[config.mk]
export PLATFORM = sky130hd
export DESIGN_NAME = bounded_ordered_key_value_store_top
export DESIGN_NICKNAME = d
export VERILOG_FILES = /design/src/design/bokv_pkg.sv /design/src/design/bokv_datapath.sv /design/src/design/bokv_ctrl.sv /design/src/design/bounded_ordered_key_value_store_top.sv
export VERILOG_INCLUDE_DIRS = /design/src /design/src/design
export SDC_FILE = /design/constraint.sdc
export NUM_CORES = 2
export LEC_CHECK = 0
export BUFFER_PORTS_ARGS = -buffer_cell sky130_fd_sc_hd__buf_2
export CAP_MARGIN = 10
export CORE_UTILIZATION = 50
export DETAILED_ROUTE_END_ITERATION = 10
export PLACE_DENSITY_LB_ADDON = 0.1
export SYNTH_ARGS = -nofsm -noshare
export SYNTH_HDL_FRONTEND = slang
export SYNTH_SLANG_ARGS = --single-unit
[constraint.sdc]
create_clock -name i_clk -period 22.4 [get_ports i_clk]
set_clock_uncertainty 0.15 [all_clocks]
set_input_delay 6.72 -clock i_clk [delete_from_list [all_inputs] [get_ports i_clk]]
set_output_delay 6.72 -clock i_clk [all_outputs]
set_load 0.005 [all_outputs]
[src/design/bounded_ordered_key_value_store_top_macros.svh]
// ----------------------------------------------------------------------------
// Assertion macros for the bounded ordered key/value store
// Concurrent checks that compile away when SYNTHESIS is defined.
// ----------------------------------------------------------------------------
`ifndef BOUNDED_ORDERED_KEY_VALUE_STORE_TOP_MACROS_SVH
`define BOUNDED_ORDERED_KEY_VALUE_STORE_TOP_MACROS_SVH
`ifndef SYNTHESIS
// same-cycle implication, disabled in reset
`define BOKV_ASSERT_SAME(lbl, clk, rstn, ante, cons) \
    lbl: assert property (@(posedge clk) disable iff (!(rstn)) (ante) |-> (cons)) \
        else $error("bokv check failed");
// next-cycle implication, disabled in reset
`define BOKV_ASSERT_NEXT(lbl, clk, rstn, ante, cons) \
    lbl: assert property (@(posedge clk) disable iff (!(rstn)) (ante) |=> (cons)) \
        else $error("bokv check failed");
`else
`define BOKV_ASSERT_SAME(lbl, clk, rstn, ante, cons)
`define BOKV_ASSERT_NEXT(lbl, clk, rstn, ante, cons)
`endif
`endif

[src/design/bokv_pkg.sv]
// ----------------------------------------------------------------------------
// bokv_pkg
// Shared request codes, datapath commands and status for the ordered store.
// ----------------------------------------------------------------------------
`default_nettype none
package bokv_pkg;

    localparam int DEPTH_DEFAULT      = 32;
    localparam int KEY_BITS_DEFAULT   = 32;
    localparam int VALUE_BITS_DEFAULT = 32;
    localparam int MAX_RESULTS        = 32;
    localparam int LIMIT_BITS         = 6;
    localparam int COUNT_BITS         = 6;

    localparam logic [3:0] REQ_LOOKUP      = 4'd0;
    localparam logic [3:0] REQ_INSERT_HEAD = 4'd1;
    localparam logic [3:0] REQ_INSERT_TAIL = 4'd2;
    localparam logic [3:0] REQ_REPLACE     = 4'd3;
    localparam logic [3:0] REQ_DELETE      = 4'd4;
    localparam logic [3:0] REQ_POP_TAIL    = 4'd5;
    localparam logic [3:0] REQ_PEEK_HEAD   = 4'd6;
    localparam logic [3:0] REQ_PEEK_TAIL   = 4'd7;
    localparam logic [3:0] REQ_CLEAR       = 4'd8;
    localparam logic [3:0] REQ_DUMP        = 4'd9;

    typedef enum logic [3:0] {
        OP_NONE,
        OP_LOAD,
        OP_SCAN,
        OP_PICK_HIT,
        OP_PICK_TAIL,
        OP_PICK_HEAD,
        OP_PICK_FREE,
        OP_READ,
        OP_UNLINK,
        OP_LINK_A,
        OP_LINK_B,
        OP_WRVAL,
        OP_CLEAR,
        OP_DUMP_STEP
    } t_dp_op;

    typedef enum logic [1:0] {
        SRC_ZERO,
        SRC_HIT,
        SRC_RD
    } t_emit_src;

    typedef struct packed {
        logic      en;
        logic      status;
        t_emit_src src;
        logic      last_dump;
    } t_emit;

    typedef struct packed {
        t_dp_op op;
        logic   at_tail;
        t_emit  emit;
    } t_dp_cmd;

    typedef struct packed {
        logic scan_done;
        logic hit;
        logic empty;
        logic evict;
        logic free_ok;
        logic dump_last;
    } t_dp_stat;

endpackage
`default_nettype wire

[src/design/bokv_datapath.sv]
// ----------------------------------------------------------------------------
// bokv_datapath
// Slot memories, link pointers, scan compare and result register.
// ----------------------------------------------------------------------------
`default_nettype none
module bokv_datapath #(
    parameter int DEPTH      = bokv_pkg::DEPTH_DEFAULT,
    parameter int KEY_BITS   = bokv_pkg::KEY_BITS_DEFAULT,
    parameter int VALUE_BITS = bokv_pkg::VALUE_BITS_DEFAULT
) (
    input  wire logic                               i_clk,
    input  wire logic                               i_rst_n,
    input  wire logic                               i_cfg_we,
    input  wire logic [bokv_pkg::LIMIT_BITS-1:0]    i_cfg_wdata,
    input  wire logic [31:0]                        i_key,
    input  wire logic [31:0]                        i_value,
    input  wire bokv_pkg::t_dp_cmd                  i_cmd,
    output bokv_pkg::t_dp_stat                      o_stat,
    output logic                                    o_result_valid,
    output logic                                    o_status,
    output logic [31:0]                             o_out_key,
    output logic [31:0]                             o_out_value,
    output logic [bokv_pkg::COUNT_BITS-1:0]         o_entry_count,
    output logic                                    o_last_result
);

    localparam int IW = (DEPTH > 1) ? $clog2(DEPTH) : 1;
    localparam int SW = $clog2(DEPTH + 1);
    localparam int EW = ((SW > bokv_pkg::LIMIT_BITS) ? SW : bokv_pkg::LIMIT_BITS) + 1;
    localparam logic [SW-1:0] NullSlot = SW'(DEPTH);
    localparam logic [SW-1:0] LastIdx  = SW'(DEPTH - 1);

    // slot memories
    logic [KEY_BITS-1:0]   r_key_mem  [DEPTH];
    logic [VALUE_BITS-1:0] r_val_mem  [DEPTH];
    logic [SW-1:0]         r_next_mem [DEPTH];
    logic [SW-1:0]         r_prev_mem [DEPTH];

    // control state
    logic [SW-1:0]                   r_head;
    logic [SW-1:0]                   r_tail;
    logic [SW-1:0]                   r_count;
    logic [DEPTH-1:0]                r_valid;
    logic [bokv_pkg::LIMIT_BITS-1:0] r_limit;
    logic [SW-1:0]                   r_idx;
    logic                            r_cmp_live;
    logic                            r_hit;
    logic                            r_free_found;
    logic                            r_res_valid;
    logic [SW-1:0]                   r_dcnt;

    // payload
    logic [KEY_BITS-1:0]   r_key;
    logic [VALUE_BITS-1:0] r_val;
    logic [SW-1:0]         r_hit_slot;
    logic [VALUE_BITS-1:0] r_hit_val;
    logic [SW-1:0]         r_free_slot;
    logic [SW-1:0]         r_slot;
    logic [SW-1:0]         r_cmp_idx;
    logic [KEY_BITS-1:0]   r_rd_key;
    logic [VALUE_BITS-1:0] r_rd_val;
    logic [SW-1:0]         r_rd_next;
    logic [SW-1:0]         r_rd_prev;
    logic                  r_status;
    logic [31:0]           r_out_key;
    logic [31:0]           r_out_value;
    logic                  r_last;

    logic            scan_issue;
    logic            rd_en;
    logic [IW-1:0]   rd_addr;
    logic            cmp_valid;
    logic            cmp_match;
    logic [EW-1:0]   limit_eff;
    logic [EW-1:0]   dump_next;
    logic            dump_last;
    logic            val_we;
    logic [IW-1:0]   val_waddr;
    logic            next_we;
    logic [IW-1:0]   next_waddr;
    logic [SW-1:0]   next_wdata;
    logic            prev_we;
    logic [IW-1:0]   prev_waddr;
    logic [SW-1:0]   prev_wdata;

    // read address: scan index or working slot
    assign scan_issue = (i_cmd.op == bokv_pkg::OP_SCAN) && (r_idx != NullSlot);
    assign rd_en      = scan_issue || (i_cmd.op == bokv_pkg::OP_READ);
    assign rd_addr    = scan_issue ? r_idx[IW-1:0] : r_slot[IW-1:0];

    assign cmp_valid = r_valid[r_cmp_idx[IW-1:0]];
    assign cmp_match = cmp_valid && (r_rd_key == r_key);

    // effective limit: zero or above depth means full depth
    assign limit_eff = ((r_limit == '0) || (EW'(r_limit) > EW'(DEPTH))) ?
                       EW'(DEPTH) : EW'(r_limit);

    // dump ends at chain end, at count or at the result cap
    assign dump_next = EW'(r_dcnt) + EW'(1);
    assign dump_last = (r_rd_next == NullSlot) || (dump_next >= EW'(r_count)) ||
                       (dump_next >= EW'(bokv_pkg::MAX_RESULTS));

    always_comb begin
        o_stat.scan_done = r_cmp_live && (r_cmp_idx == LastIdx);
        o_stat.hit       = r_hit;
        o_stat.empty     = (r_head == NullSlot);
        o_stat.evict     = (r_count != '0) && (EW'(r_count) >= limit_eff);
        o_stat.free_ok   = r_free_found;
        o_stat.dump_last = dump_last;
    end

    // memory write ports
    always_comb begin
        val_we     = 1'b0;
        val_waddr  = r_slot[IW-1:0];
        next_we    = 1'b0;
        next_waddr = r_slot[IW-1:0];
        next_wdata = NullSlot;
        prev_we    = 1'b0;
        prev_waddr = r_slot[IW-1:0];
        prev_wdata = NullSlot;
        case (i_cmd.op)
            bokv_pkg::OP_WRVAL: begin
                val_we    = 1'b1;
                val_waddr = r_hit_slot[IW-1:0];
            end
            bokv_pkg::OP_UNLINK: begin
                next_we    = (r_rd_prev != NullSlot);
                next_waddr = r_rd_prev[IW-1:0];
                next_wdata = r_rd_next;
                prev_we    = (r_rd_next != NullSlot);
                prev_waddr = r_rd_next[IW-1:0];
                prev_wdata = r_rd_prev;
            end
            bokv_pkg::OP_LINK_A: begin
                next_we    = (r_head != NullSlot) && i_cmd.at_tail;
                next_waddr = r_tail[IW-1:0];
                next_wdata = r_slot;
                prev_we    = (r_head != NullSlot) && !i_cmd.at_tail;
                prev_waddr = r_head[IW-1:0];
                prev_wdata = r_slot;
            end
            bokv_pkg::OP_LINK_B: begin
                val_we     = 1'b1;
                next_we    = 1'b1;
                next_wdata = ((r_head == NullSlot) || i_cmd.at_tail) ? NullSlot : r_head;
                prev_we    = 1'b1;
                prev_wdata = ((r_head == NullSlot) || !i_cmd.at_tail) ? NullSlot : r_tail;
            end
            default: begin
            end
        endcase
    end

    // memories: one write and one registered read each
    always_ff @(posedge i_clk) begin
        if (i_cmd.op == bokv_pkg::OP_LINK_B) begin
            r_key_mem[r_slot[IW-1:0]] <= r_key;
        end
        if (val_we) begin
            r_val_mem[val_waddr] <= r_val;
        end
        if (next_we) begin
            r_next_mem[next_waddr] <= next_wdata;
        end
        if (prev_we) begin
            r_prev_mem[prev_waddr] <= prev_wdata;
        end
        if (rd_en) begin
            r_rd_key  <= r_key_mem[rd_addr];
            r_rd_val  <= r_val_mem[rd_addr];
            r_rd_next <= r_next_mem[rd_addr];
            r_rd_prev <= r_prev_mem[rd_addr];
        end
    end

    // control state
    always_ff @(posedge i_clk) begin
        if (!i_rst_n) begin
            r_head       <= NullSlot;
            r_tail       <= NullSlot;
            r_count      <= '0;
            r_valid      <= '0;
            r_limit      <= '0;
            r_idx        <= '0;
            r_cmp_live   <= 1'b0;
            r_hit        <= 1'b0;
            r_free_found <= 1'b0;
            r_res_valid  <= 1'b0;
            r_dcnt       <= '0;
        end else begin
            if (i_cfg_we) begin
                r_limit <= i_cfg_wdata;
            end
            r_cmp_live  <= scan_issue;
            r_res_valid <= i_cmd.emit.en;
            // record first key match and first free slot
            if (r_cmp_live) begin
                if (cmp_match && !r_hit) begin
                    r_hit <= 1'b1;
                end
                if (!cmp_valid && !r_free_found) begin
                    r_free_found <= 1'b1;
                end
            end
            case (i_cmd.op)
                bokv_pkg::OP_LOAD: begin
                    r_idx        <= '0;
                    r_hit        <= 1'b0;
                    r_free_found <= 1'b0;
                end
                bokv_pkg::OP_SCAN: begin
                    if (scan_issue) begin
                        r_idx <= r_idx + SW'(1);
                    end
                end
                bokv_pkg::OP_PICK_HEAD: begin
                    r_dcnt <= '0;
                end
                bokv_pkg::OP_DUMP_STEP: begin
                    r_dcnt <= r_dcnt + SW'(1);
                end
                bokv_pkg::OP_UNLINK: begin
                    if (r_head == r_slot) begin
                        r_head <= r_rd_next;
                    end
                    if (r_tail == r_slot) begin
                        r_tail <= r_rd_prev;
                    end
                    r_valid[r_slot[IW-1:0]] <= 1'b0;
                    if (r_count != '0) begin
                        r_count <= r_count - SW'(1);
                    end
                    r_free_found <= 1'b1;
                end
                bokv_pkg::OP_LINK_B: begin
                    r_valid[r_slot[IW-1:0]] <= 1'b1;
                    r_count <= r_count + SW'(1);
                    if (r_head == NullSlot) begin
                        r_head <= r_slot;
                        r_tail <= r_slot;
                    end else if (i_cmd.at_tail) begin
                        r_tail <= r_slot;
                    end else begin
                        r_head <= r_slot;
                    end
                end
                bokv_pkg::OP_CLEAR: begin
                    r_valid <= '0;
                    r_head  <= NullSlot;
                    r_tail  <= NullSlot;
                    r_count <= '0;
                end
                default: begin
                end
            endcase
        end
    end

    // payload registers
    always_ff @(posedge i_clk) begin
        r_cmp_idx <= r_idx;
        if (i_cmd.op == bokv_pkg::OP_LOAD) begin
            r_key <= KEY_BITS'(i_key);
            r_val <= VALUE_BITS'(i_value);
        end
        if (r_cmp_live) begin
            if (cmp_match && !r_hit) begin
                r_hit_slot <= r_cmp_idx;
                r_hit_val  <= r_rd_val;
            end
            if (!cmp_valid && !r_free_found) begin
                r_free_slot <= r_cmp_idx;
            end
        end
        // a freed slot competes with the lowest free slot seen by the scan
        if (i_cmd.op == bokv_pkg::OP_UNLINK) begin
            if (!r_free_found || (r_slot < r_free_slot)) begin
                r_free_slot <= r_slot;
            end
        end
        case (i_cmd.op)
            bokv_pkg::OP_PICK_HIT:  r_slot <= r_hit_slot;
            bokv_pkg::OP_PICK_TAIL: r_slot <= r_tail;
            bokv_pkg::OP_PICK_HEAD: r_slot <= r_head;
            bokv_pkg::OP_PICK_FREE: r_slot <= r_free_slot;
            bokv_pkg::OP_DUMP_STEP: r_slot <= r_rd_next;
            default: begin
            end
        endcase
        // result word
        if (i_cmd.emit.en) begin
            r_status <= i_cmd.emit.status;
            r_last   <= i_cmd.emit.last_dump ? dump_last : 1'b1;
            case (i_cmd.emit.src)
                bokv_pkg::SRC_HIT: begin
                    r_out_key   <= 32'(r_key);
                    r_out_value <= 32'(r_hit_val);
                end
                bokv_pkg::SRC_RD: begin
                    r_out_key   <= 32'(r_rd_key);
                    r_out_value <= 32'(r_rd_val);
                end
                default: begin
                    r_out_key   <= '0;
                    r_out_value <= '0;
                end
            endcase
        end
    end

    logic [bokv_pkg::COUNT_BITS-1:0] r_entry_count;
    always_ff @(posedge i_clk) begin
        if (i_cmd.emit.en) begin
            r_entry_count <= bokv_pkg::COUNT_BITS'(r_count);
        end
    end

    assign o_result_valid = r_res_valid;
    assign o_status       = r_status;
    assign o_out_key      = r_out_key;
    assign o_out_value    = r_out_value;
    assign o_entry_count  = r_entry_count;
    assign o_last_result  = r_last;

endmodule
`default_nettype wire

[src/design/bokv_ctrl.sv]
// ----------------------------------------------------------------------------
// bokv_ctrl
// Request sequencer: scan, relink and emit steps for each request.
// ----------------------------------------------------------------------------
`default_nettype none
module bokv_ctrl (
    input  wire logic               i_clk,
    input  wire logic               i_rst_n,
    input  wire logic               i_start,
    input  wire logic [3:0]         i_req_type,
    input  wire bokv_pkg::t_dp_stat i_stat,
    output bokv_pkg::t_dp_cmd       o_cmd,
    output logic                    o_busy
);

    typedef enum logic [4:0] {
        S_IDLE,
        S_SCAN,
        S_DECIDE,
        S_DEL_READ,
        S_DEL_UNLINK,
        S_DEL_EMIT,
        S_POP_PICK,
        S_PEEK_PICK,
        S_PEEK_READ,
        S_PEEK_EMIT,
        S_EV_READ,
        S_EV_UNLINK,
        S_PICK_FREE,
        S_MV_READ,
        S_MV_UNLINK,
        S_LINK_A,
        S_LINK_B,
        S_DONE,
        S_CLEAR,
        S_ERR,
        S_DUMP_PICK,
        S_DUMP_READ,
        S_DUMP_EMIT
    } t_state;

    t_state     r_state;
    t_state     n_state;
    logic [3:0] r_req;
    logic [3:0] n_req;

    // emit helper values
    localparam bokv_pkg::t_emit EmitMiss = '{en: 1'b1, status: 1'b1,
                                             src: bokv_pkg::SRC_ZERO, last_dump: 1'b0};
    localparam bokv_pkg::t_emit EmitDone = '{en: 1'b1, status: 1'b0,
                                             src: bokv_pkg::SRC_ZERO, last_dump: 1'b0};
    localparam bokv_pkg::t_emit EmitRd   = '{en: 1'b1, status: 1'b0,
                                             src: bokv_pkg::SRC_RD, last_dump: 1'b0};

    always_comb begin
        n_state         = r_state;
        n_req           = r_req;
        o_cmd.op        = bokv_pkg::OP_NONE;
        o_cmd.at_tail   = (r_req == bokv_pkg::REQ_INSERT_TAIL);
        o_cmd.emit      = '{en: 1'b0, status: 1'b0, src: bokv_pkg::SRC_ZERO, last_dump: 1'b0};
        unique case (r_state)
            S_IDLE: begin
                if (i_start) begin
                    o_cmd.op = bokv_pkg::OP_LOAD;
                    n_req    = i_req_type;
                    unique case (i_req_type) inside
                        bokv_pkg::REQ_LOOKUP, bokv_pkg::REQ_INSERT_HEAD,
                        bokv_pkg::REQ_INSERT_TAIL, bokv_pkg::REQ_REPLACE,
                        bokv_pkg::REQ_DELETE:                   n_state = S_SCAN;
                        bokv_pkg::REQ_POP_TAIL:                 n_state = S_POP_PICK;
                        bokv_pkg::REQ_PEEK_HEAD,
                        bokv_pkg::REQ_PEEK_TAIL:                n_state = S_PEEK_PICK;
                        bokv_pkg::REQ_CLEAR:                    n_state = S_CLEAR;
                        bokv_pkg::REQ_DUMP:                     n_state = S_DUMP_PICK;
                        default:                                n_state = S_ERR;
                    endcase
                end
            end
            S_SCAN: begin
                o_cmd.op = bokv_pkg::OP_SCAN;
                if (i_stat.scan_done) begin
                    n_state = S_DECIDE;
                end
            end
            S_DECIDE: begin
                unique case (r_req) inside
                    bokv_pkg::REQ_LOOKUP: begin
                        n_state = S_IDLE;
                        if (i_stat.hit) begin
                            o_cmd.emit = '{en: 1'b1, status: 1'b0,
                                           src: bokv_pkg::SRC_HIT, last_dump: 1'b0};
                        end else begin
                            o_cmd.emit = EmitMiss;
                        end
                    end
                    bokv_pkg::REQ_DELETE: begin
                        if (i_stat.hit) begin
                            o_cmd.op = bokv_pkg::OP_PICK_HIT;
                            n_state  = S_DEL_READ;
                        end else begin
                            o_cmd.emit = EmitMiss;
                            n_state    = S_IDLE;
                        end
                    end
                    bokv_pkg::REQ_REPLACE: begin
                        if (i_stat.hit) begin
                            o_cmd.op = bokv_pkg::OP_PICK_HIT;
                            n_state  = S_MV_READ;
                        end else if (i_stat.evict) begin
                            o_cmd.op = bokv_pkg::OP_PICK_TAIL;
                            n_state  = S_EV_READ;
                        end else begin
                            n_state = S_PICK_FREE;
                        end
                    end
                    default: begin
                        // insert at head or tail
                        if (i_stat.hit) begin
                            o_cmd.op   = bokv_pkg::OP_WRVAL;
                            o_cmd.emit = EmitDone;
                            n_state    = S_IDLE;
                        end else if (i_stat.evict) begin
                            o_cmd.op = bokv_pkg::OP_PICK_TAIL;
                            n_state  = S_EV_READ;
                        end else begin
                            n_state = S_PICK_FREE;
                        end
                    end
                endcase
            end
            S_DEL_READ: begin
                o_cmd.op = bokv_pkg::OP_READ;
                n_state  = S_DEL_UNLINK;
            end
            S_DEL_UNLINK: begin
                o_cmd.op = bokv_pkg::OP_UNLINK;
                n_state  = S_DEL_EMIT;
            end
            S_DEL_EMIT: begin
                o_cmd.emit = EmitRd;
                n_state    = S_IDLE;
            end
            S_POP_PICK: begin
                if (i_stat.empty) begin
                    o_cmd.emit = EmitMiss;
                    n_state    = S_IDLE;
                end else begin
                    o_cmd.op = bokv_pkg::OP_PICK_TAIL;
                    n_state  = S_DEL_READ;
                end
            end
            S_PEEK_PICK: begin
                if (i_stat.empty) begin
                    o_cmd.emit = EmitMiss;
                    n_state    = S_IDLE;
                end else begin
                    o_cmd.op = (r_req == bokv_pkg::REQ_PEEK_HEAD) ?
                               bokv_pkg::OP_PICK_HEAD : bokv_pkg::OP_PICK_TAIL;
                    n_state  = S_PEEK_READ;
                end
            end
            S_PEEK_READ: begin
                o_cmd.op = bokv_pkg::OP_READ;
                n_state  = S_PEEK_EMIT;
            end
            S_PEEK_EMIT: begin
                o_cmd.emit = EmitRd;
                n_state    = S_IDLE;
            end
            S_EV_READ: begin
                o_cmd.op = bokv_pkg::OP_READ;
                n_state  = S_EV_UNLINK;
            end
            S_EV_UNLINK: begin
                o_cmd.op = bokv_pkg::OP_UNLINK;
                n_state  = S_PICK_FREE;
            end
            S_PICK_FREE: begin
                if (i_stat.free_ok) begin
                    o_cmd.op = bokv_pkg::OP_PICK_FREE;
                    n_state  = S_LINK_A;
                end else begin
                    o_cmd.emit = EmitDone;
                    n_state    = S_IDLE;
                end
            end
            S_MV_READ: begin
                o_cmd.op = bokv_pkg::OP_READ;
                n_state  = S_MV_UNLINK;
            end
            S_MV_UNLINK: begin
                o_cmd.op = bokv_pkg::OP_UNLINK;
                n_state  = S_LINK_A;
            end
            S_LINK_A: begin
                o_cmd.op = bokv_pkg::OP_LINK_A;
                n_state  = S_LINK_B;
            end
            S_LINK_B: begin
                o_cmd.op = bokv_pkg::OP_LINK_B;
                n_state  = S_DONE;
            end
            S_DONE: begin
                o_cmd.emit = EmitDone;
                n_state    = S_IDLE;
            end
            S_CLEAR: begin
                o_cmd.op = bokv_pkg::OP_CLEAR;
                n_state  = S_DONE;
            end
            S_ERR: begin
                o_cmd.emit = EmitMiss;
                n_state    = S_IDLE;
            end
            S_DUMP_PICK: begin
                if (i_stat.empty) begin
                    o_cmd.emit = EmitMiss;
                    n_state    = S_IDLE;
                end else begin
                    o_cmd.op = bokv_pkg::OP_PICK_HEAD;
                    n_state  = S_DUMP_READ;
                end
            end
            S_DUMP_READ: begin
                o_cmd.op = bokv_pkg::OP_READ;
                n_state  = S_DUMP_EMIT;
            end
            S_DUMP_EMIT: begin
                o_cmd.op   = bokv_pkg::OP_DUMP_STEP;
                o_cmd.emit = '{en: 1'b1, status: 1'b0,
                               src: bokv_pkg::SRC_RD, last_dump: 1'b1};
                n_state    = i_stat.dump_last ? S_IDLE : S_DUMP_READ;
            end
            default: begin
                n_state = S_IDLE;
            end
        endcase
    end

    // hold state and the request code
    always_ff @(posedge i_clk) begin
        if (!i_rst_n) begin
            r_state <= S_IDLE;
            r_req   <= bokv_pkg::REQ_LOOKUP;
        end else begin
            r_state <= n_state;
            r_req   <= n_req;
        end
    end

    assign o_busy = (r_state != S_IDLE);

endmodule
`default_nettype wire

[src/design/bounded_ordered_key_value_store_top.sv]
// ----------------------------------------------------------------------------
// bounded_ordered_key_value_store_top
// Ordered key/value store of DEPTH slots with tail eviction.
//
// Channel   Direction  Handshake                    Word
// request   in         i_start high, o_busy low     i_req_type, i_key, i_value
// result    out        o_result_valid, one cycle    o_status .. o_last_result
// config    in         i_cfg_we                     i_cfg_wdata (entry limit)
//
// Lookup, insert, replace and delete scan all DEPTH slots one per cycle
// through the key memory read port, then relink and emit.
// Pop, peek and dump answer an empty store with a miss, as does an unknown code;
// dump walks the entries from the head. Each result shows in the cycle after its emit step.
// Reset is synchronous; no clearing pass, the store is ready after reset.
// The receiver cannot stall; each result shows for exactly one cycle.
// ----------------------------------------------------------------------------
`default_nettype none
`include "bounded_ordered_key_value_store_top_macros.svh"
module bounded_ordered_key_value_store_top #(
    parameter int DEPTH      = bokv_pkg::DEPTH_DEFAULT,
    parameter int KEY_BITS   = bokv_pkg::KEY_BITS_DEFAULT,
    parameter int VALUE_BITS = bokv_pkg::VALUE_BITS_DEFAULT
) (
    input  wire logic                            i_clk,
    input  wire logic                            i_rst_n,
    input  wire logic                            i_cfg_we,
    input  wire logic [bokv_pkg::LIMIT_BITS-1:0] i_cfg_wdata,
    input  wire logic                            i_start,
    output logic                                 o_busy,
    input  wire logic [3:0]                      i_req_type,
    input  wire logic [31:0]                     i_key,
    input  wire logic [31:0]                     i_value,
    output logic                                 o_result_valid,
    output logic                                 o_status,
    output logic [31:0]                          o_out_key,
    output logic [31:0]                          o_out_value,
    output logic [bokv_pkg::COUNT_BITS-1:0]      o_entry_count,
    output logic                                 o_last_result
);

    bokv_pkg::t_dp_cmd  dp_cmd;
    bokv_pkg::t_dp_stat dp_stat;

    // sequencer
    bokv_ctrl u_ctrl (
        .i_clk      (i_clk),
        .i_rst_n    (i_rst_n),
        .i_start    (i_start),
        .i_req_type (i_req_type),
        .i_stat     (dp_stat),
        .o_cmd      (dp_cmd),
        .o_busy     (o_busy)
    );

    // storage and result path
    bokv_datapath #(
        .DEPTH      (DEPTH),
        .KEY_BITS   (KEY_BITS),
        .VALUE_BITS (VALUE_BITS)
    ) u_datapath (
        .i_clk          (i_clk),
        .i_rst_n        (i_rst_n),
        .i_cfg_we       (i_cfg_we),
        .i_cfg_wdata    (i_cfg_wdata),
        .i_key          (i_key),
        .i_value        (i_value),
        .i_cmd          (dp_cmd),
        .o_stat         (dp_stat),
        .o_result_valid (o_result_valid),
        .o_status       (o_status),
        .o_out_key      (o_out_key),
        .o_out_value    (o_out_value),
        .o_entry_count  (o_entry_count),
        .o_last_result  (o_last_result)
    );

    // an accepted word always starts a sequence
    `BOKV_ASSERT_NEXT(a_accept_busy, i_clk, i_rst_n, i_start && !o_busy, o_busy)
    // a miss or error is a single zero-payload result
    `BOKV_ASSERT_SAME(a_miss_single, i_clk, i_rst_n, o_result_valid && o_status, o_last_result && (o_out_key == 32'd0))
    // a dump result that is not last keeps the block busy
    `BOKV_ASSERT_SAME(a_dump_busy, i_clk, i_rst_n, o_result_valid && !o_last_result, o_busy)

endmodule
`default_nettype wire
==> results.txt <==
The post-synthesis sequential area ratio is 74.0%. For the worst setup path, the data arrival time is between 2 and 2.5 ns. Summing all multi-input logic gate instances after layout gives between 20000 and 30000 um2. The net load switching power came out at around 0.0052 W.

The longest individual stage delay on the worst path is 0.87 ns. With fillers left out, the area of the finished cells amounts to 125000 um2. After legalization and detailed placement, the total HPWL measured roughly 180000 um. Of the cells placed in the final design, the portion with a size suffix greater than 1 is around 11%.

The pin count of the biggest net entering global routing came out at between 150 and 200. The area growth from synthesis to final layout came out at 12.3%. The area of the core came out at 222000 um2. Traced cell by cell, the critical path runs through nor3_1 > nand2_1 > buf_2. The depth of the worst hold-timing path is 0. The startpoint identified for the worst hold timing path is u_datapath.r_idx[5]. In this run the worst path has a maximum fanout of 22. For this run, asynchronously set or reset flops after synthesis account for 0%. The horizontal die dimension came out at about 470 um. CTS saw around 2800 sinks. The count of buffers inserted at the top-level ports is ~150. The count of nets left with antenna violations once routing finished came out at 0.

The kind of cell with the highest combined delay along the critical path is flip-flops. The number of stages on the worst setup path came out at 3. Derived from the worst setup path, the maximum achievable clock frequency is ~0.11 GHz. The final layout contains routed wiring with a total length of ~340000 um. Synthesis inferred around 2800 register bits. The tree is rooted in a clkbuf_16. The critical-path cell with the highest stage delay is dfxtp_1. During I/O placement, the number of pins put on the boundary was 152.

The clock latency of the later-clocked register in the worst-skew pair came out at slightly above 0.9 ns. The worst-margin pin slew is between 1 and 1.5 ns. The accumulated negative setup slack is 0 ns. The longest clock path from root to sink contains 4 buffers. The clock slew at the register clock pins of the worst setup and hold paths came out at 0.05 ns. The net count after synthesis came out at between 8000 and 9000. TritonCTS built the clock tree. The depth of the CTS H-tree came out at 5.

The class of the worst hold path is reg -> reg. The final clock period utilization by the worst path is between 40% and 50%. The first TritonRoute pass finished after 6 iterations. The starting utilization of the core area came out at about half. A synthesized cell averages approximately 14 um2. In this run the critical register-to-register path is launched from u_datapath.r_idx[1]. The number of vias per cell after detailed routing came out at slightly above 6.

The switching power as a share of total power came out at 33.6%. The global routing usage summed across all routing layers came out at a little under a third. The number of endpoints failing setup at the final stage came out at 0. At the end of the flow, the number of nets in the layout was between 8000 and 9000.

The number of max-slew violations in the final report was 0. The post-CTS repair timing setup buffer count came out at 0. Per report_power, the clock group accounts for a little under a third of the total. The first-pass GRT wire length came out at 487000 um. The flip-flop cell with the highest count after synthesis is edfxtp_1. The worst voltage drop across the vdd grid came out at roughly 0.00011 V. The areal power density over the cells is roughly 120 nW/um2. The number of hold violations in the final report is 0.

The via count of the first global-routing pass is between 60000 and 70000. The area of the die came out at roughly 230000 um2. The run finished with clean final reports. STA classifies the critical path endpoint as a primary output. The final route contains between 70000 and 80000 vias. After filler insertion, the fill cell instance count of the layout stands at approximately 18000.

After detailed routing, the average wire length per cell comes to between 30 and 40 um. The number of warning messages in the yosys log is 0. The data required time of the critical path is 15.53 ns.

The number of buffers and inverters on the critical path came out at 1. The count of cell types in the netlist is 81. The internal power of the cells totals roughly 0.010 W. The total congestion overflow is 0. For the worst flop-to-flop path, the logic depth is 13.

The power share of the combinational group came out at between 20% and 30%. The critical path starts at u_ctrl.r_state[2]. The normalized max-slew margin came out at approximately 16%.

The total standard cell area after synthesis is 112000 um2. Summing all placed instances gives a cell area of roughly 120000 um2. The number of max-cap violations came out at 0. Counting flops with a built-in enable in the synthesized netlist gives around 2700.

Setup repair after global routing left no endpoint under its margin. The sequential cell area is 82600 um2. The number of clock buffers inserted by TritonCTS is 307. The number of cells upsized or downsized after cts is 0.

The y dimension of the die came out at 475 um. After floorplanning, the core was divided into between 150 and 200 placement rows. The number of antenna violations at the first check in global routing came out at 9. The proportion of power drawn by flip-flops and latches is between 40% and 50%. STA classifies the critical path startpoint as a flip-flop.

The worst setup path is of the reg -> out kind. After technology mapping, the gate count stands at approximately 8100. The initial DRC count is between 9000 and 10000. The total DRC errors in the routed layout came out at 0. In this run the static leakage power is 42.4 nW. The number of hold buffers added after CTS was 0. The global placement routability congestion is 0.862. The clock period minus worst slack is between 9 and 10 ns.
==> layout make-up <==
cell class | count | share of cell area, %
Sequential cell | 2781 | 65.9
Clock buffer | 382 | 6.50
Inverter | 42 | 0.130
Antenna cell | 5 | 0.00998
Tap cell | 2975 | 2.97
Multi-Input combinational cell | 4763 | 21.6
Clock inverter | 143 | 0.990
Timing Repair Buffer | 364 | 1.98
==> flip-flops by register name, indices dropped and copies added, names as in the netlist, 32 cells and up <==
register                cells
u_datapath.r_rd_val        32
u_datapath.o_out_value     32
u_datapath.r_key           32
u_datapath.r_hit_val       32
u_datapath.r_val_mem     1024
u_datapath.r_rd_key        32
u_datapath.r_val           32
u_datapath.r_key_mem     1024
u_datapath.r_valid         32
u_datapath.o_out_key       32
u_datapath.r_next_mem     192
u_datapath.r_prev_mem     192
==> cells in the mapped netlist, types with 14 or more instances <==
cell type	n	share of area, %
a2111oi_0	24	0.19
nand3_1	643	2.9
a221o_1	18	0.16
a21oi_1	298	1.3
or3_1	37	0.21
a31oi_1	174	0.98
clkbuf_1	259	0.87
o221ai_1	85	0.67
o32ai_1	37	0.29
mux4_2	30	0.61
nand4_1	50	0.28
a311oi_1	71	0.56
buf_2	158	0.71
o22ai_1	14	0.078
edfxtp_1	2688	72
buf_6	27	0.27
nor2_1	287	0.97
buf_4	36	0.24
buf_1	43	0.14
o31ai_1	28	0.19
a22oi_1	80	0.54
mux2i_1	299	2.7
dfxtp_1	93	1.7
xnor2_1	33	0.26
a221oi_1	14	0.11
inv_1	40	0.13
ha_1	26	0.29
nor2b_1	59	0.33
and3_1	133	0.75
o21ai_0	64	0.29
xor2_1	27	0.21
nand2b_1	19	0.11
o2111ai_1	46	0.36
nor4_1	15	0.084
nor3_1	34	0.15
nand2_1	1941	6.5
==> cells in the final DEF (no fill, tap or decap), types with 133 or more instances in the layout <==
master,count
nand2_1,1938
nand3_1,643
and3_1,133
buf_2,151
clkbuf_16,313
mux2i_1,297
a31oi_1,173
edfxtp_1,2688
nor2_1,219
a21oi_1,297
buf_4,202
==> power groups by stage <==
stage / logic, W / registers (W) / clock network [W]
floorplan: 0.00245 / 0.00671 / 0
global placement: 0.00398 / 0.00671 / 0
detailed placement: 0.00402 / 0.00672 / 0
CTS: 0.00403 / 0.00662 / 0.00486
global route: 0.00433 / 0.00665 / 0.00505
finish: 0.00406 / 0.00662 / 0.00481
==> layer usage <==
| layer | global-route usage [%] | share of wire (%) | wire, um |
|---|---|---|---|
| met5 | 0 | 0 | 0 |
| met4 | 10.2 | 3.4 | 11700 |
| met3 | 3.99 | 8.1 | 28000 |
| met2 | 48.3 | 47 | 163000 |
| met1 | 43.1 | 41 | 142000 |
==> through the flow <==
step / util (%) / std cells / setup slack, ns / total power (W) / hold slack (ns)
4_1_cts: 56.4 / 11400 / 13.27 / 0.0155 / 0.271
2_1_floorplan: - / 8115 / 13.46 / 0.00916 / 0.221
3_3_place_gp: 52.2 / 10900 / 12.59 / 0.0107 / 0.257
6_report: 56.5 / 11500 / 13.29 / 0.0155 / 0.279
5_1_grt: 56.4 / 11500 / 13.19 / 0.0160 / 0.283
3_5_place_dp: 52.2 / 10900 / 12.62 / 0.0107 / 0.258
==> worst paths after layout <==
path,endpoint,slack (ns)
hold reg to reg,u_datapath.r_cmp_idx[5],0.28
setup / recovery,o_busy,13.29
hold / removal,u_datapath.r_cmp_idx[5],0.28
setup reg to reg,u_datapath.r_rd_key[18],16.32
==> logic make-up after synthesis <==
group                    synth area share, %
AO/OA/AOI/OAI                           6.51
XOR/XNOR                               0.471
adder cells (fa/ha/maj)                0.309
buffers and inverters                   2.48
flip-flops                              74.0
multiplexers                            3.59
AND/OR/NAND/NOR                         12.7
Note: power is estimated with default switching activity, not from simulation.
